--- src/rtl/gfcfb_pkg.sv ---
// ----------------------------------------------------------------------------
// gfcfb_pkg
// Shared types, constants and GF(2^4) helpers for the CFB encrypt block.
// ----------------------------------------------------------------------------
package gfcfb_pkg;

  localparam int ROUND_W   = 3;
  localparam int CFG_IDX_W = 2;

  localparam logic [ROUND_W-1:0]   LAST_ROUND = 3'd5;
  localparam logic [CFG_IDX_W-1:0] CFG_KEY    = 2'd0;
  localparam logic [CFG_IDX_W-1:0] CFG_IV     = 2'd1;

  // Fixed mix matrix [[3,7],[4,3]]
  localparam logic [3:0] MIX00 = 4'h3;
  localparam logic [3:0] MIX01 = 4'h7;
  localparam logic [3:0] MIX10 = 4'h4;
  localparam logic [3:0] MIX11 = 4'h3;

  // Controller to datapath commands
  typedef struct packed {
    logic               load;
    logic               step;
    logic               finish;
    logic [ROUND_W-1:0] round;
  } gfcfb_cmd_t;

  // Multiply in GF(2^4) modulo x^4+x+1
  function automatic logic [3:0] gf_mul(input logic [3:0] a, input logic [3:0] b);
    logic [3:0] acc;
    logic [3:0] aa;
    acc = '0;
    aa  = a;
    for (int i = 0; i < 4; i++) begin
      if (b[i]) acc = acc ^ aa;
      aa = aa[3] ? ({aa[2:0], 1'b0} ^ 4'h3) : {aa[2:0], 1'b0};
    end
    return acc;
  endfunction

  // Field inverse, zero maps to zero
  function automatic logic [3:0] gf_inv(input logic [3:0] x);
    logic [3:0] y;
    case (x)
      4'h1: y = 4'h1;
      4'h2: y = 4'h9;
      4'h3: y = 4'he;
      4'h4: y = 4'hd;
      4'h5: y = 4'hb;
      4'h6: y = 4'h7;
      4'h7: y = 4'h6;
      4'h8: y = 4'hf;
      4'h9: y = 4'h2;
      4'ha: y = 4'hc;
      4'hb: y = 4'h5;
      4'hc: y = 4'ha;
      4'hd: y = 4'h4;
      4'he: y = 4'h3;
      4'hf: y = 4'h8;
      default: y = 4'h0;
    endcase
    return y;
  endfunction

  // Inverse followed by the affine map
  function automatic logic [3:0] sbox(input logic [3:0] x);
    logic [3:0] y;
    y = gf_inv(x);
    return {~(y[1] ^ y[2] ^ y[3]), ^y, y[0] ^ y[1], ~y[0]};
  endfunction

  // Key byte to round-key nibble: hi*lo ^ hi ^ lo
  function automatic logic [3:0] word_nibble(input logic [7:0] w);
    return gf_mul(w[7:4], w[3:0]) ^ w[7:4] ^ w[3:0];
  endfunction

  // Key schedule round constant, indexed by the round being prepared
  function automatic logic [7:0] rcon(input logic [ROUND_W-1:0] r);
    logic [7:0] c;
    case (r)
      3'd1: c = 8'h03;
      3'd2: c = 8'h06;
      3'd3: c = 8'h0c;
      3'd4: c = 8'h0b;
      3'd5: c = 8'h05;
      default: c = 8'h00;
    endcase
    return c;
  endfunction

endpackage

--- src/rtl/gfcfb_ctrl.sv ---
// ----------------------------------------------------------------------------
// gfcfb_ctrl
// Sequencer: load cycle, six rounds, output register handshake.
// ----------------------------------------------------------------------------
module gfcfb_ctrl (
  input  logic                   clk,
  input  logic                   rst,
  input  logic                   in_valid,
  output logic                   in_stall,
  output logic                   out_valid,
  input  logic                   out_stall,
  output gfcfb_pkg::gfcfb_cmd_t  cmd
);
  import gfcfb_pkg::*;

  localparam logic ST_IDLE = 1'b0;
  localparam logic ST_RUN  = 1'b1;

  logic               state;
  logic               state_next;
  logic [ROUND_W-1:0] round;
  logic [ROUND_W-1:0] round_next;
  logic               out_valid_next;
  logic               out_free;

  assign out_free = !out_valid || !out_stall;
  assign in_stall = (state != ST_IDLE);

  always_comb begin
    state_next     = state;
    round_next     = round;
    cmd            = '0;
    cmd.round      = round;
    out_valid_next = out_valid && out_stall;
    case (state)
      ST_IDLE: begin
        if (in_valid) begin
          cmd.load   = 1'b1;
          round_next = '0;
          state_next = ST_RUN;
        end
      end
      ST_RUN: begin
        if (round == LAST_ROUND) begin
          // hold the last round until the output register frees up
          if (out_free) begin
            cmd.finish     = 1'b1;
            out_valid_next = 1'b1;
            round_next     = '0;
            state_next     = ST_IDLE;
          end
        end else begin
          cmd.step   = 1'b1;
          round_next = round + 1'b1;
        end
      end
      default: begin
        state_next = ST_IDLE;
        round_next = '0;
      end
    endcase
  end

  always_ff @(posedge clk) begin
    if (rst) begin
      state     <= ST_IDLE;
      round     <= '0;
      out_valid <= 1'b0;
    end else begin
      state     <= state_next;
      round     <= round_next;
      out_valid <= out_valid_next;
    end
  end

  a_load_starts_run: assert property (@(posedge clk) disable iff (rst)
    cmd.load |=> (state == ST_RUN) && (round == '0))
    else $error("load did not start round 0");

  a_finish_sets_valid: assert property (@(posedge clk) disable iff (rst)
    cmd.finish |=> out_valid)
    else $error("finished beat not presented");

  a_idle_round_zero: assert property (@(posedge clk) disable iff (rst)
    (state == ST_IDLE) |-> (round == '0))
    else $error("round counter not cleared in idle");

  a_finish_only_last: assert property (@(posedge clk) disable iff (rst)
    cmd.finish |-> (state == ST_RUN) && (round == LAST_ROUND) && out_free)
    else $error("finish outside last round");

endmodule

--- src/rtl/gfcfb_dp.sv ---
// ----------------------------------------------------------------------------
// gfcfb_dp
// Datapath: config registers, feedback, Feistel round and key schedule.
// ----------------------------------------------------------------------------
module gfcfb_dp (
  input  logic                              clk,
  input  logic                              rst,
  input  logic                              cfg_write,
  input  logic [gfcfb_pkg::CFG_IDX_W-1:0]   cfg_index,
  input  logic [31:0]                       cfg_data,
  input  logic [31:0]                       plain_block,
  input  logic                              restart,
  input  gfcfb_pkg::gfcfb_cmd_t             cmd,
  output logic [31:0]                       cipher_block
);
  import gfcfb_pkg::*;

  logic [31:0] key;
  logic [31:0] init_vector;
  logic [31:0] feedback;
  logic [31:0] plain;
  logic [15:0] left;
  logic [15:0] right;
  logic [7:0]  w0, w1, w2, w3;

  logic [3:0]  s00, s10, s01, s11;
  logic [3:0]  k00, k10, k01, k11;
  logic [3:0]  m00, m10, m01, m11;
  logic [3:0]  x00, x10, x01, x11;
  logic [15:0] f;
  logic [15:0] right_next;
  logic [7:0]  t_rot, t_sub;
  logic [7:0]  w0_next, w1_next, w2_next, w3_next;
  logic [31:0] fb_sel;
  logic [31:0] cipher_next;

  // round function
  always_comb begin
    s00 = sbox(right[15:12]);
    s10 = sbox(right[11:8]);
    s01 = sbox(right[7:4]);
    s11 = sbox(right[3:0]);
    k00 = word_nibble(w0);
    k10 = word_nibble(w1);
    k01 = word_nibble(w2);
    k11 = word_nibble(w3);
    m00 = gf_mul(k00, s00) ^ gf_mul(k01, s10);
    m01 = gf_mul(k00, s01) ^ gf_mul(k01, s11);
    m10 = gf_mul(k10, s00) ^ gf_mul(k11, s10);
    m11 = gf_mul(k10, s01) ^ gf_mul(k11, s11);
    x00 = gf_mul(MIX00, m00) ^ gf_mul(MIX01, m10);
    x01 = gf_mul(MIX00, m01) ^ gf_mul(MIX01, m11);
    x10 = gf_mul(MIX10, m00) ^ gf_mul(MIX11, m10);
    x11 = gf_mul(MIX10, m01) ^ gf_mul(MIX11, m11);
    // row 1 entries swapped
    f          = {x00, x11, x01, x10};
    right_next = left ^ f;
  end

  // key schedule step toward the next round
  always_comb begin
    t_rot   = {w3[4:0], w3[7:5]};
    t_sub   = {sbox(t_rot[7:4]), sbox(t_rot[3:0])} ^ rcon(cmd.round + 1'b1);
    w0_next = w0 ^ t_sub;
    w1_next = w1 ^ w0_next;
    w2_next = w2 ^ w1_next;
    w3_next = w3 ^ w2_next;
  end

  assign fb_sel      = restart ? init_vector : feedback;
  assign cipher_next = {right_next, right} ^ plain;

  always_ff @(posedge clk) begin
    if (rst) begin
      key         <= '0;
      init_vector <= '0;
      feedback    <= '0;
    end else begin
      if (cfg_write && (cfg_index == CFG_KEY)) key <= cfg_data;
      if (cfg_write && (cfg_index == CFG_IV))  init_vector <= cfg_data;
      if (cmd.finish) feedback <= cipher_next;
    end
  end

  always_ff @(posedge clk) begin
    if (cmd.load) begin
      plain <= plain_block;
      left  <= fb_sel[31:16];
      right <= fb_sel[15:0];
      w0    <= key[31:24];
      w1    <= key[23:16];
      w2    <= key[15:8];
      w3    <= key[7:0];
    end else if (cmd.step) begin
      left  <= right;
      right <= right_next;
      w0    <= w0_next;
      w1    <= w1_next;
      w2    <= w2_next;
      w3    <= w3_next;
    end
    if (cmd.finish) cipher_block <= cipher_next;
  end

endmodule

--- src/rtl/gf16_feistel_cfb_encrypt_top.sv ---
// ----------------------------------------------------------------------------
// gf16_feistel_cfb_encrypt_top
// CFB-mode encryptor around a 6-round GF(2^4) Feistel cipher, 32-bit blocks.
// ----------------------------------------------------------------------------
// Usage:
//   Configuration: pulse cfg_write with cfg_index 0 (key) or 1 (init vector)
//   and cfg_data; write only while the block is idle. Other indexes are
//   dropped.
//   Input channel: in_valid/in_stall carry plain_block and restart. A beat
//   with restart set encrypts the init vector instead of the last
//   ciphertext. in_stall is high while a block is in the rounds.
//   Output channel: out_valid/out_stall carry cipher_block, which also
//   becomes the feedback for the next block.
//   Timing: a load cycle, then one round per cycle through the shared
//   round unit, the last round held until the output register frees up.
//   No new beat is taken until the current block has left the rounds;
//   the CFB feedback loop through the round unit sets that limit.
//   Stall: the output register holds its beat while out_stall is high; the
//   next block may load and run meanwhile and waits in its last round until
//   the output register frees up.
//   Reset: rst clears key, init vector and feedback to zero and empties
//   both channels.
// ----------------------------------------------------------------------------
module gf16_feistel_cfb_encrypt_top (
  input  logic                            clk,
  input  logic                            rst,
  input  logic                            cfg_write,
  input  logic [gfcfb_pkg::CFG_IDX_W-1:0] cfg_index,
  input  logic [31:0]                     cfg_data,
  input  logic                            in_valid,
  output logic                            in_stall,
  input  logic [31:0]                     plain_block,
  input  logic                            restart,
  output logic                            out_valid,
  input  logic                            out_stall,
  output logic [31:0]                     cipher_block
);
  import gfcfb_pkg::*;

  gfcfb_cmd_t cmd;

  // sequencer: owns the round count and both handshakes
  gfcfb_ctrl u_ctrl (
    .clk       (clk),
    .rst       (rst),
    .in_valid  (in_valid),
    .in_stall  (in_stall),
    .out_valid (out_valid),
    .out_stall (out_stall),
    .cmd       (cmd)
  );

  // datapath: round unit, key schedule, feedback and output register
  gfcfb_dp u_dp (
    .clk          (clk),
    .rst          (rst),
    .cfg_write    (cfg_write),
    .cfg_index    (cfg_index),
    .cfg_data     (cfg_data),
    .plain_block  (plain_block),
    .restart      (restart),
    .cmd          (cmd),
    .cipher_block (cipher_block)
  );

endmodule

--- config.mk ---
export PLATFORM = sky130hd
export DESIGN_NAME = gf16_feistel_cfb_encrypt_top
export DESIGN_NICKNAME = d
export VERILOG_FILES = /design/src/rtl/gfcfb_pkg.sv /design/src/rtl/gfcfb_ctrl.sv /design/src/rtl/gfcfb_dp.sv /design/src/rtl/gf16_feistel_cfb_encrypt_top.sv
export SDC_FILE = /design/constraint.sdc
export NUM_CORES = 1
export LEC_CHECK = 0
export BUFFER_PORTS_ARGS = -buffer_cell sky130_fd_sc_hd__buf_2
export CELL_PAD_IN_SITES_DETAIL_PLACEMENT = 1
export CELL_PAD_IN_SITES_GLOBAL_PLACEMENT = 1
export CORE_MARGIN = 3
export CORE_UTILIZATION = 43
export DETAILED_ROUTE_END_ITERATION = 10
export MAX_ROUTING_LAYER = met4
export PLACE_DENSITY = 0.81
export SYNTH_ARGS = -nofsm -noshare
export SYNTH_HDL_FRONTEND = slang
export SYNTH_SLANG_ARGS = --single-unit
export TNS_END_PERCENT = 1
--- constraint.sdc ---
create_clock -name clk -period 5.11 [get_ports clk]
set_clock_uncertainty 0.05 [all_clocks]
set_input_delay 1.022 -clock clk [delete_from_list [all_inputs] [get_ports clk]]
set_output_delay 1.022 -clock clk [all_outputs]
set_load 0.05 [all_outputs]
==> summary.md, run 1 <==
| Metric | Value |
|---|---|
| Status | `finished clean` |
| Clk Latency, worst-skew pair | `between 0.5 and 0.6 ns` |
| Via count | `12400` |
| CTS clk-pin slew, worst paths | `around 0.06 ns` |
| Largest net degree at the start of global routing | `75` |
| Fillers | `~4000` |
| Total CTS buffers | `27` |
| FF+latch area | `between 6000 and 7000 um2` |
| Vias/cell | `about 5.6` |
| Vias in the first global route | `approximately 13000` |
| Overflow after GRT | `0` |
| Non-Filler Instances | `about 2200` |
| Seq/Total Area, Yosys | `0.416` |
| Max_slew headroom | `0.248` |
| Post-Syn Nets | `roughly 1700` |
| Register-to-register setup slack | `0.20 ns` |
| Layout cells sized above 1 | `0.152` |
| Placer Congestion | `slightly below 0.9` |
| # setup viols final | `0` |
| # nets final | `around 1900` |
| Die ar. | `around 38000 um2` |
| Warnings, synthesis | `0` |
| Initial antenna violation count | `0` |
| Post-synth EDFFs | `approximately 130` |
| Clk sinks | `253` |
| Initial Utilization | `0.439` |
| Synthesized flop and latch total | `around 250` |
| Routed wire length | `a little under 50000 um` |
| Ys flop type | `edfxtp_1` |
| Die height | `194 um` |
| First-pass DRT Iterations | `6` |
| Port bufs | `105` |
| Startpoint types | `flop` |
| Fin crit share | `0.961` |
| Mapped Cells | `around 1600` |
| IO Count | `around 110` |
| Area grow syn2layout | `14.1%` |
| Crit path DAT | `5.26 ns` |
| Post-CTS Hold Buffers | `0` |
| Commonest non-fill, non-tap cells in the layout | `nand2_1 (317), xnor2_1 (149), nor2_1 (139), a21oi_1 (137), edfxtp_1 (128)` |
| Post-Syn Area | `around 15000 um2` |
| Crit path max fanout | `7` |
| Commonest non-fill, non-tap cell in the layout | `nand2_1` |
| CTS Buffer Depth | `3` |
| Core area | `34700 um2` |
| Max Clock Freq | `204 MHz` |
| Max-cap check violation count | `0` |
| Worst-Margin Slew | `about 1.1 ns` |
| Area of the multi-input gates | `8450 um2` |
| RSZ-0062 raised after global routing | `true` |
| Post-DP HPWL | `about 36000 um` |
| # placed instances | `~2200` |
| Die width | `~190 um` |
| # DRC | `0` |
| TritonCTS clock tree | `done` |
| Initial DRC count | `1006` |
| Max Transition Viols Final | `0` |
| Avg Cell Area, Syn | `~9.3 um2` |
| First-pass GRT wire length | `approximately 75000 um` |
| Crit end category | `flop` |
| Fraction of registers with async set/reset | `0` |
| Cell row count | `around 70` |
| HP Class | `reg -> reg` |
| Final min period | `roughly 5 ns` |
| Root buffer cell | `clkbuf_16` |
| Synth unique cells | `77` |
| Mean routed wirelength per cell | `between 20 and 25 um` |
| Antenna Cells | `0` |
| H-tree levels | `1` |
| Worst path required time | `5.46 ns` |
| Gr usage total | `0.257` |
| Worst Setup Path Type | `reg -> reg` |
| DRT antenna net count | `0` |
| Final Hold Vio Count | `0` |
[layer usage]
metal  global-route usage  up-vias  part of all wire
met5                    -        -                 0
met4                0.120        0             0.054
met3               0.0329       98             0.057
met2                0.412      377              0.47
met1                0.326     6154              0.42
li1                     -     5746                 -
[critical path, cell delays in order, from the launching register on]
cell and delay, ns:
edfxtp_1 0.46, buf_4 0.20, mux2i_1 0.17, o221ai_2 0.12, xnor3_2 0.41, or4b_1 0.50
o21ai_1 0.08, a32oi_1 0.10, xnor2_2 0.28, xnor3_1 0.48, xor3_1 0.42, xnor2_2 0.17
a221oi_1 0.35, buf_4 0.20, inv_1 0.11, ha_1 0.21, mux4_2 0.44
[worst paths after layout]
check                                         end               from  cells past startpoint
worst max-delay path                         flop         u_dp.w3[7]                     16
worst max register to register               flop         u_dp.w3[7]                     16
worst min-delay path            u_dp.feedback[14]  u_dp.feedback[14]                      2
worst min register to register  u_dp.feedback[14]  u_dp.feedback[14]                      2
[layout make-up]
type / instances / area share
repair buffers: 175 / 0.0611
well taps: 455 / 0.0327
flip-flops and latches: 253 / 0.364
multi-input cells: 1244 / 0.486
inverters: 43 / 0.00934
clock inverters: 9 / 0.00287
clock buffers: 40 / 0.0440
[state kept, by name (all words and copies together) (netlist names), named ones only]
name and flops:
u_dp.w3 8, u_dp.w2 8, u_ctrl.out_valid 1, u_dp.cipher_block 32, u_dp.plain 32, u_dp.w1 8
u_dp.right 16, u_dp.feedback 32, u_ctrl.in_stall 1, u_dp.key 32, u_dp.left 16, u_ctrl.round 3
u_dp.init_vector 32, u_dp.w0 8
[timing repair]
item / CTS / global route
resized for setup: 0 / 14
buffers inserted: 0 / 5
setup endpoints to repair: 0 / 14
[metrics by stage]
stage                util  cell area (um2)  worst slack (ns)  setup TNS [ns]  hold slack [ns]
finish              0.502            17400             0.202               0            0.405
CTS                 0.497            17300            0.0225               0            0.407
floorplan               -            15300            0.0511               0            0.382
global route        0.502            17400           -0.0432         -0.0906            0.435
detailed placement  0.474            16400             0.132               0            0.401
global placement    0.474            16400             0.262               0            0.389
[cells by family after synthesis]
logic type / after synthesis / synth area share
buffers and inverters: 143 / 0.0369
and+or+nand+nor: 551 / 0.150
muxes: 83 / 0.0583
adders and majority gates: 36 / 0.0295
DFF: 253 / 0.416
AOI/OAI and AO/OA: 291 / 0.118
xor gates and xnor gates: 283 / 0.191
[synth_stat cells, types with 4 or more instances]
cell | number | area (um2)
a211oi_1 | 13 | 97.6
a21o_1 | 11 | 82.6
a21oi_1 | 137 | 686
a22oi_1 | 5 | 37.5
buf_1 | 7 | 26.3
buf_2 | 15 | 75.1
clkbuf_1 | 76 | 285
dfxtp_1 | 125 | 2500
edfxtp_1 | 128 | 3840
ha_1 | 36 | 450
inv_1 | 38 | 143
mux2_2 | 6 | 67.6
mux2i_1 | 72 | 721
nand2_1 | 317 | 1190
nand2b_1 | 13 | 81.3
nand3_1 | 12 | 60.1
nand3b_1 | 7 | 52.6
nor2_1 | 139 | 522
nor2b_1 | 20 | 125
nor3_1 | 23 | 115
o211ai_1 | 4 | 30.0
o21ai_0 | 56 | 280
o21ai_1 | 7 | 35.0
o221ai_1 | 6 | 52.6
o22ai_1 | 12 | 75.1
xnor2_1 | 160 | 1400
xnor2_2 | 5 | 81.3
xnor3_1 | 18 | 405
xnor3_2 | 4 | 95.1
xor2_1 | 90 | 788
xor3_1 | 5 | 119
Power of run 1 is not shown: default switching activity piles up to over one toggle a cycle in this logic, so the estimate is an artifact.
==> run 2, diff against run 1 <==
--- a/config.mk
+++ b/config.mk
@@ -13,6 +13,7 @@
 export DETAILED_ROUTE_END_ITERATION = 10
 export MAX_ROUTING_LAYER = met4
 export PLACE_DENSITY = 0.81
+export SLEW_MARGIN = 40
 export SYNTH_ARGS = -nofsm -noshare
 export SYNTH_HDL_FRONTEND = slang
 export SYNTH_SLANG_ARGS = --single-unit
==> constraint.sdc (replaced) <==
create_clock -name clk -period 5.11 [get_ports clk]
set_clock_uncertainty 0.05 [all_clocks]
set_input_delay 0.2555 -clock clk [delete_from_list [all_inputs] [get_ports clk]]
set_output_delay 0.2555 -clock clk [all_outputs]
set_load 0.05 [all_outputs]
==> summary.md, run 2 (synthesis gave the netlist of run 1 again) <==
| Metric | Value |
|---|---|
| Register-to-register setup slack | `0.20 ns (about the same)` |
| Setup TNS | `0 ns (unchanged)` |
| Crit path DAT | `5.28 ns (+0.02 ns)` |
| Clk sinks | `253 (unchanged)` |
| Die height | `194 um (unchanged)` |
| TritonCTS clock tree | `done` |
| HP Class | `in -> reg` |
| Die ar. | `37800 um2 (unchanged)` |
| Commonest non-fill, non-tap cells in the layout | `nand2_1 (317), xnor2_1 (151), nor2_1 (138), a21oi_1 (137), edfxtp_1 (128)` |
| Clk Latency, worst-skew pair | `0.54 ns (about the same)` |
| Reg2reg path depth | `16 (unchanged)` |
| Placed cell area | `16400 um2 (about the same)` |
| Mean routed wirelength per cell | `25.4 um (+16%)` |
| Worst Setup Path Type | `reg -> reg` |
| IO Count | `106 (unchanged)` |
| # setup viols final | `0 (unchanged)` |
| Via count | `13300 (+7.7%)` |
| Post-DP HPWL | `36300 um (+0.31%)` |
| Largest net degree at the start of global routing | `83 (+11%)` |
| Crit-path cells | `nand2b_1, xor2_1, a22oi_2, buf_4, xor2_2, nand2_1, a32oi_1, xnor2_1, xnor3_1, xor3_1, xnor2_1, o21ai_1, o21bai_2, inv_1, ha_1, mux4_2` |
| Final core occ | `0.527 (+0.0255)` |
| RSZ-0062 raised after global routing | `true` |
| Die width | `194 um (unchanged)` |
| Core area | `34700 um2 (unchanged)` |
| Max Clock Freq | `204 MHz (about the same)` |
| Initial DRC count | `1217 (+21%)` |
| Status | `finished clean` |
| # nets final | `1921 (+3.7%)` |
| Startpoint types | `flop` |
| Final min period | `4.91 ns (+0.00450 ns)` |
| Vias/cell | `5.82 (+4.4%)` |
| Hold Path Depth | `3 (+1)` |
| Worst path required time | `5.48 ns (+0.02 ns)` |
| Root buffer cell | `clkbuf_16` |
| Max Transition Viols Final | `0 (unchanged)` |
| Overflow after GRT | `0 (unchanged)` |
| Max-cap check violation count | `0 (unchanged)` |
| Commonest non-fill, non-tap cell in the layout | `nand2_1` |
| HP Start | `in_valid` |
| Worst-Margin Slew | `0.758 ns (-0.367 ns)` |
| Layout cells sized above 1 | `0.158 (+0.00628)` |
| Design area | `18300 um2 (+5.1%)` |
| Hold Path Sink | `u_ctrl.in_stall` |
| Buf/Inv on CP | `2 (-1)` |
| Crit path from | `u_dp.w1[7]` |
| First-pass DRT Iterations | `5 (-1)` |
| Crit end category | `flop` |
| Final Hold Vio Count | `0 (unchanged)` |
| Gr usage total | `0.307 (+0.0496)` |
| Worst path slowest cell | `edfxtp_1` |
| CP top delay family | `XOR/XNOR gates` |
| Total CTS buffers | `26 (-3.7%)` |
| Cell row count | `68 (unchanged)` |
| RR Startpoint | `u_dp.w1[7]` |
| Crit path max fanout | `10 (+3)` |
| First-pass GRT wire length | `87400 um (+17%)` |
| CTS clk-pin slew, worst paths | `0.07 ns (about the same)` |
| # DRC | `0 (unchanged)` |
| Vias in the first global route | `14100 (+8.7%)` |
| Initial antenna violation count | `2 (+2)` |
| Port bufs | `105 (unchanged)` |
| Initial Utilization | `0.439 (unchanged)` |
| Max_slew headroom | `0.480 (+0.233)` |
| CTS Buffer Depth | `3 (unchanged)` |
| H-tree levels | `1 (unchanged)` |
| DRT antenna net count | `0 (unchanged)` |
| CP max stage delay | `0.56 ns (+0.06 ns)` |
| Fin crit share | `0.961 (about the same)` |
| Cell repeated most along the worst path | `xnor2_1` |
| Placer Congestion | `0.915 (+2.2%)` |
| Routed wire length | `58300 um (+20%)` |
| Area grow syn2layout | `19.9%` |
-- run 2: cell count changes in the layout (fill, tap and decap cells not counted), sizes merged --
cell / previous run / this run
diode: 0 / 3
clkinvlp: 1 / 2
buf: 175 / 180
bufinv: 0 / 4
clkinv: 9 / 8
clkbuf: 40 / 35
dlygate4sd3: 0 / 65
-- run 2: final cells by class --
cell class	count	area [um2]
fill	3916	16400
clock buffer	35	767
clock inverter	13	176
tap	455	569
sequential	253	6350
multi-input combinational	1244	8510
inverter	43	163
timing repair buffer	245	1760
antenna	3	7.51
-- run 2: metal layers --
metal  vias to the layer above  share of wire  track usage
met5                         -              0            -
met4                         0          0.059        0.149
met3                       177          0.075       0.0444
met2                       685           0.49        0.515
met1                      6586           0.38        0.363
li1                       5886              -            -
-- run 2: worst register-to-register path, stage by stage, from the launching register on --
cell	delay (ns)
edfxtp_1	0.56
nand2b_1	0.26
xor2_1	0.18
a22oi_2	0.16
buf_4	0.18
xor2_2	0.39
nand2_1	0.12
a32oi_1	0.30
xnor2_1	0.19
xnor3_1	0.50
xor3_1	0.30
xnor2_1	0.25
o21ai_1	0.16
o21bai_2	0.27
inv_1	0.12
ha_1	0.35
mux4_2	0.46
-- run 2: through the flow --
stage / hold slack (ns) / setup WS (ns) / instances
3_5_place_dp: 0.384 / 0.0108 / 2161
3_3_place_gp: 0.383 / 0.187 / 2161
4_1_cts: 0.0137 / 0.0569 / 2274
6_report: 0.0539 / 0.197 / 2291
2_1_floorplan: 0.304 / 0.135 / 1640
5_1_grt: 0.0783 / -0.0606 / 2290
-- run 2: timing repair --
item	4_1_cts	5_1_grt
endpoints found under the setup margin	1	15
pin swaps	0	4
hold buffers	65	0
gates resized for setup	1	21
gates cloned	0	0
buffers inserted	0	14
endpoints found under the hold margin	91	0
-- run 2: how the worst max path moves through the flow --
stage	end	depth (start not counted)
6_report	flop	16
4_1_cts	flop	17
3_3_place_gp	flop	18
3_5_place_dp	flop	18
5_1_grt	flop	16
2_1_floorplan	flop	11
Power of run 2 is left out for the same reason.
==> run 3, diff against run 2 <==
--- a/config.mk
+++ b/config.mk
@@ -5,14 +5,15 @@
 export SDC_FILE = /design/constraint.sdc
 export NUM_CORES = 1
 export LEC_CHECK = 0
-export BUFFER_PORTS_ARGS = -buffer_cell sky130_fd_sc_hd__buf_2
 export CELL_PAD_IN_SITES_DETAIL_PLACEMENT = 1
 export CELL_PAD_IN_SITES_GLOBAL_PLACEMENT = 1
 export CORE_MARGIN = 3
-export CORE_UTILIZATION = 43
+export CORE_UTILIZATION = 45
+export CTS_CLUSTER_DIAMETER = 60
 export DETAILED_ROUTE_END_ITERATION = 10
+export DONT_BUFFER_PORTS = 1
 export MAX_ROUTING_LAYER = met4
-export PLACE_DENSITY = 0.81
+export PLACE_DENSITY = 0.8
 export SLEW_MARGIN = 40
 export SYNTH_ARGS = -nofsm -noshare
 export SYNTH_HDL_FRONTEND = slang
==> summary.md, run 3 (synthesis gave the netlist of run 1 again) <==
| Metric | Value |
|---|---|
| Final worst setup slack | `0.0972 ns (-0.0999 ns)` |
| Max-cap check violation count | `0 (unchanged)` |
| Vias/cell | `5.86 (+0.65%)` |
| Initial antenna violation count | `2 (unchanged)` |
| Crit end category | `flop` |
| Cell row count | `66 (-2.9%)` |
| Initial Utilization | `0.463 (+0.0235)` |
| First-pass GRT wire length | `81800 um (-6.4%)` |
| Area grow syn2layout | `16.1%` |
| Design area | `17700 um2 (-3.2%)` |
| Area of the multi-input gates | `8530 um2 (+0.18%)` |
| Crit path DAT | `5.40 ns (+0.12 ns)` |
| Die width | `190 um (-2.2%)` |
| Clk Latency, worst-skew pair | `0.55 ns (about the same)` |
| Startpoint types | `flop` |
| Port bufs | `0 (-100%)` |
| Hold_ws | `0.0347 ns (-0.0192 ns)` |
| # DRC | `0 (unchanged)` |
| Overflow after GRT | `0 (unchanged)` |
| Clk sinks | `253 (unchanged)` |
| Setup WS pre-CTS | `-0.00685 ns (-0.0176 ns)` |
| Gr usage total | `0.304 (-0.00270)` |
| Worst Setup Path Type | `reg -> reg` |
| Post-DP HPWL | `34000 um (-6.3%)` |
| Max Clock Freq | `199 MHz (-2.0%)` |
| TritonCTS clock tree | `done` |
| Die height | `190 um (-2.2%)` |
| Via count | `12700 (-4.8%)` |
| Final min period | `5.01 ns (+0.0999 ns)` |
| Routed wire length | `54100 um (-7.1%)` |
| Worst-Margin Slew | `0.822 ns (+0.0638 ns)` |
| Die ar. | `36100 um2 (-4.3%)` |
| # nets final | `1811 (-5.7%)` |
| Placed cell area | `15900 um2 (-3.2%)` |
| Placer Congestion | `0.892 (-2.5%)` |
| Initial DRC count | `1118 (-8.1%)` |
| Max_slew headroom | `0.452 (-0.0281)` |
| Total CTS buffers | `26 (unchanged)` |
| Mean routed wirelength per cell | `25.0 um (-1.7%)` |
| FF+latch area | `6350 um2 (unchanged)` |
| # setup viols final | `0 (unchanged)` |
| H-tree levels | `1 (unchanged)` |
| Fillers | `3642 (-7.0%)` |
| Status | `finished clean` |
| RSZ-0062 raised after global routing | `true` |
| Commonest non-fill, non-tap cells in the layout | `nand2_1 (317), xnor2_1 (153), nor2_1 (138), a21oi_1 (137), edfxtp_1 (128)` |
| DRT antenna net count | `0 (unchanged)` |
| Worst path required time | `5.49 ns (about the same)` |
| Layout cells sized above 1 | `0.103 (-0.0555)` |
| Final Hold Vio Count | `0 (unchanged)` |
| Core area | `32900 um2 (-5.1%)` |
| IO Count | `106 (unchanged)` |
| CTS clk-pin slew, worst paths | `0.07 ns (about the same)` |
| Root buffer cell | `clkbuf_16` |
| Max Transition Viols Final | `0 (unchanged)` |
| Fin crit share | `0.981 (+0.0195)` |
| Vias in the first global route | `13100 (-6.8%)` |
| Largest net degree at the start of global routing | `102 (+23%)` |
| CTS Buffer Depth | `3 (unchanged)` |
| Commonest non-fill, non-tap cell in the layout | `nand2_1` |
| HP Class | `in -> reg` |
| Crit path max fanout | `9 (-1)` |
| First-pass DRT Iterations | `5 (unchanged)` |
run 3: timing repair:
| item | 4_1_cts | 5_1_grt |
|---|---|---|
| endpoints found under the setup margin | 4 | 15 |
| endpoints found under the hold margin | 143 | 0 |
| hold buffers | 68 | 0 |
| gates resized for setup | 1 | 24 |
| setup buffers | 0 | 2 |
| pin swaps | 0 | 2 |
run 3: routing by layer:
layer	wire, um	up-vias	GRT usage
li1	-	5671	-
met1	21300	6264	0.367
met2	24800	594	0.479
met3	4170	160	0.0580
met4	3800	0	0.172
met5	0	-	-
run 3: worst paths after layout:
kind / from / to / slack (ns) / cells past startpoint
worst max register to register: u_dp.w3[7] / flop / 0.1 / 16
worst min-delay path: in_valid / u_ctrl.round[0] / 0.03 / 3
worst min register to register: u_dp.key[5] / u_dp.key[5] / 0.41 / 2
worst max-delay path: u_dp.w3[7] / flop / 0.1 / 16
run 3: final cells by class:
cell class                      instances  share of cell area
Multi-Input combinational cell       1244               0.481
Sequential cell                       253               0.358
Timing Repair Buffer                  135              0.0687
Clock buffer                           35              0.0433
Tap cell                              442              0.0312
Inverter                               43             0.00933
Clock inverter                         13             0.00742
Antenna cell                            1            0.000141
run 3: worst max-delay path: stages (launching register included):
cell      delay, ns
edfxtp_1       0.52
nand2b_1       0.21
o221ai_2       0.18
xnor3_2        0.46
xnor3_2        0.47
nand2_1        0.08
xnor2_1        0.16
xnor3_1        0.41
xnor3_2        0.29
xor2_1         0.28
xnor3_1        0.42
a221oi_4       0.40
inv_1          0.17
ha_1           0.36
nor2_1         0.18
a211oi_2       0.08
a21o_1         0.17
run 3: per-stage QoR:
step                cells  setup TNS [ns]  utilization
detailed placement   2047        -0.00685        0.483
global route         2166          -0.206        0.537
floorplan            1640               0            -
finish               2166               0        0.537
CTS                  2163               0        0.532
global placement     2047               0        0.483
Power of run 3 is left out for the same reason.
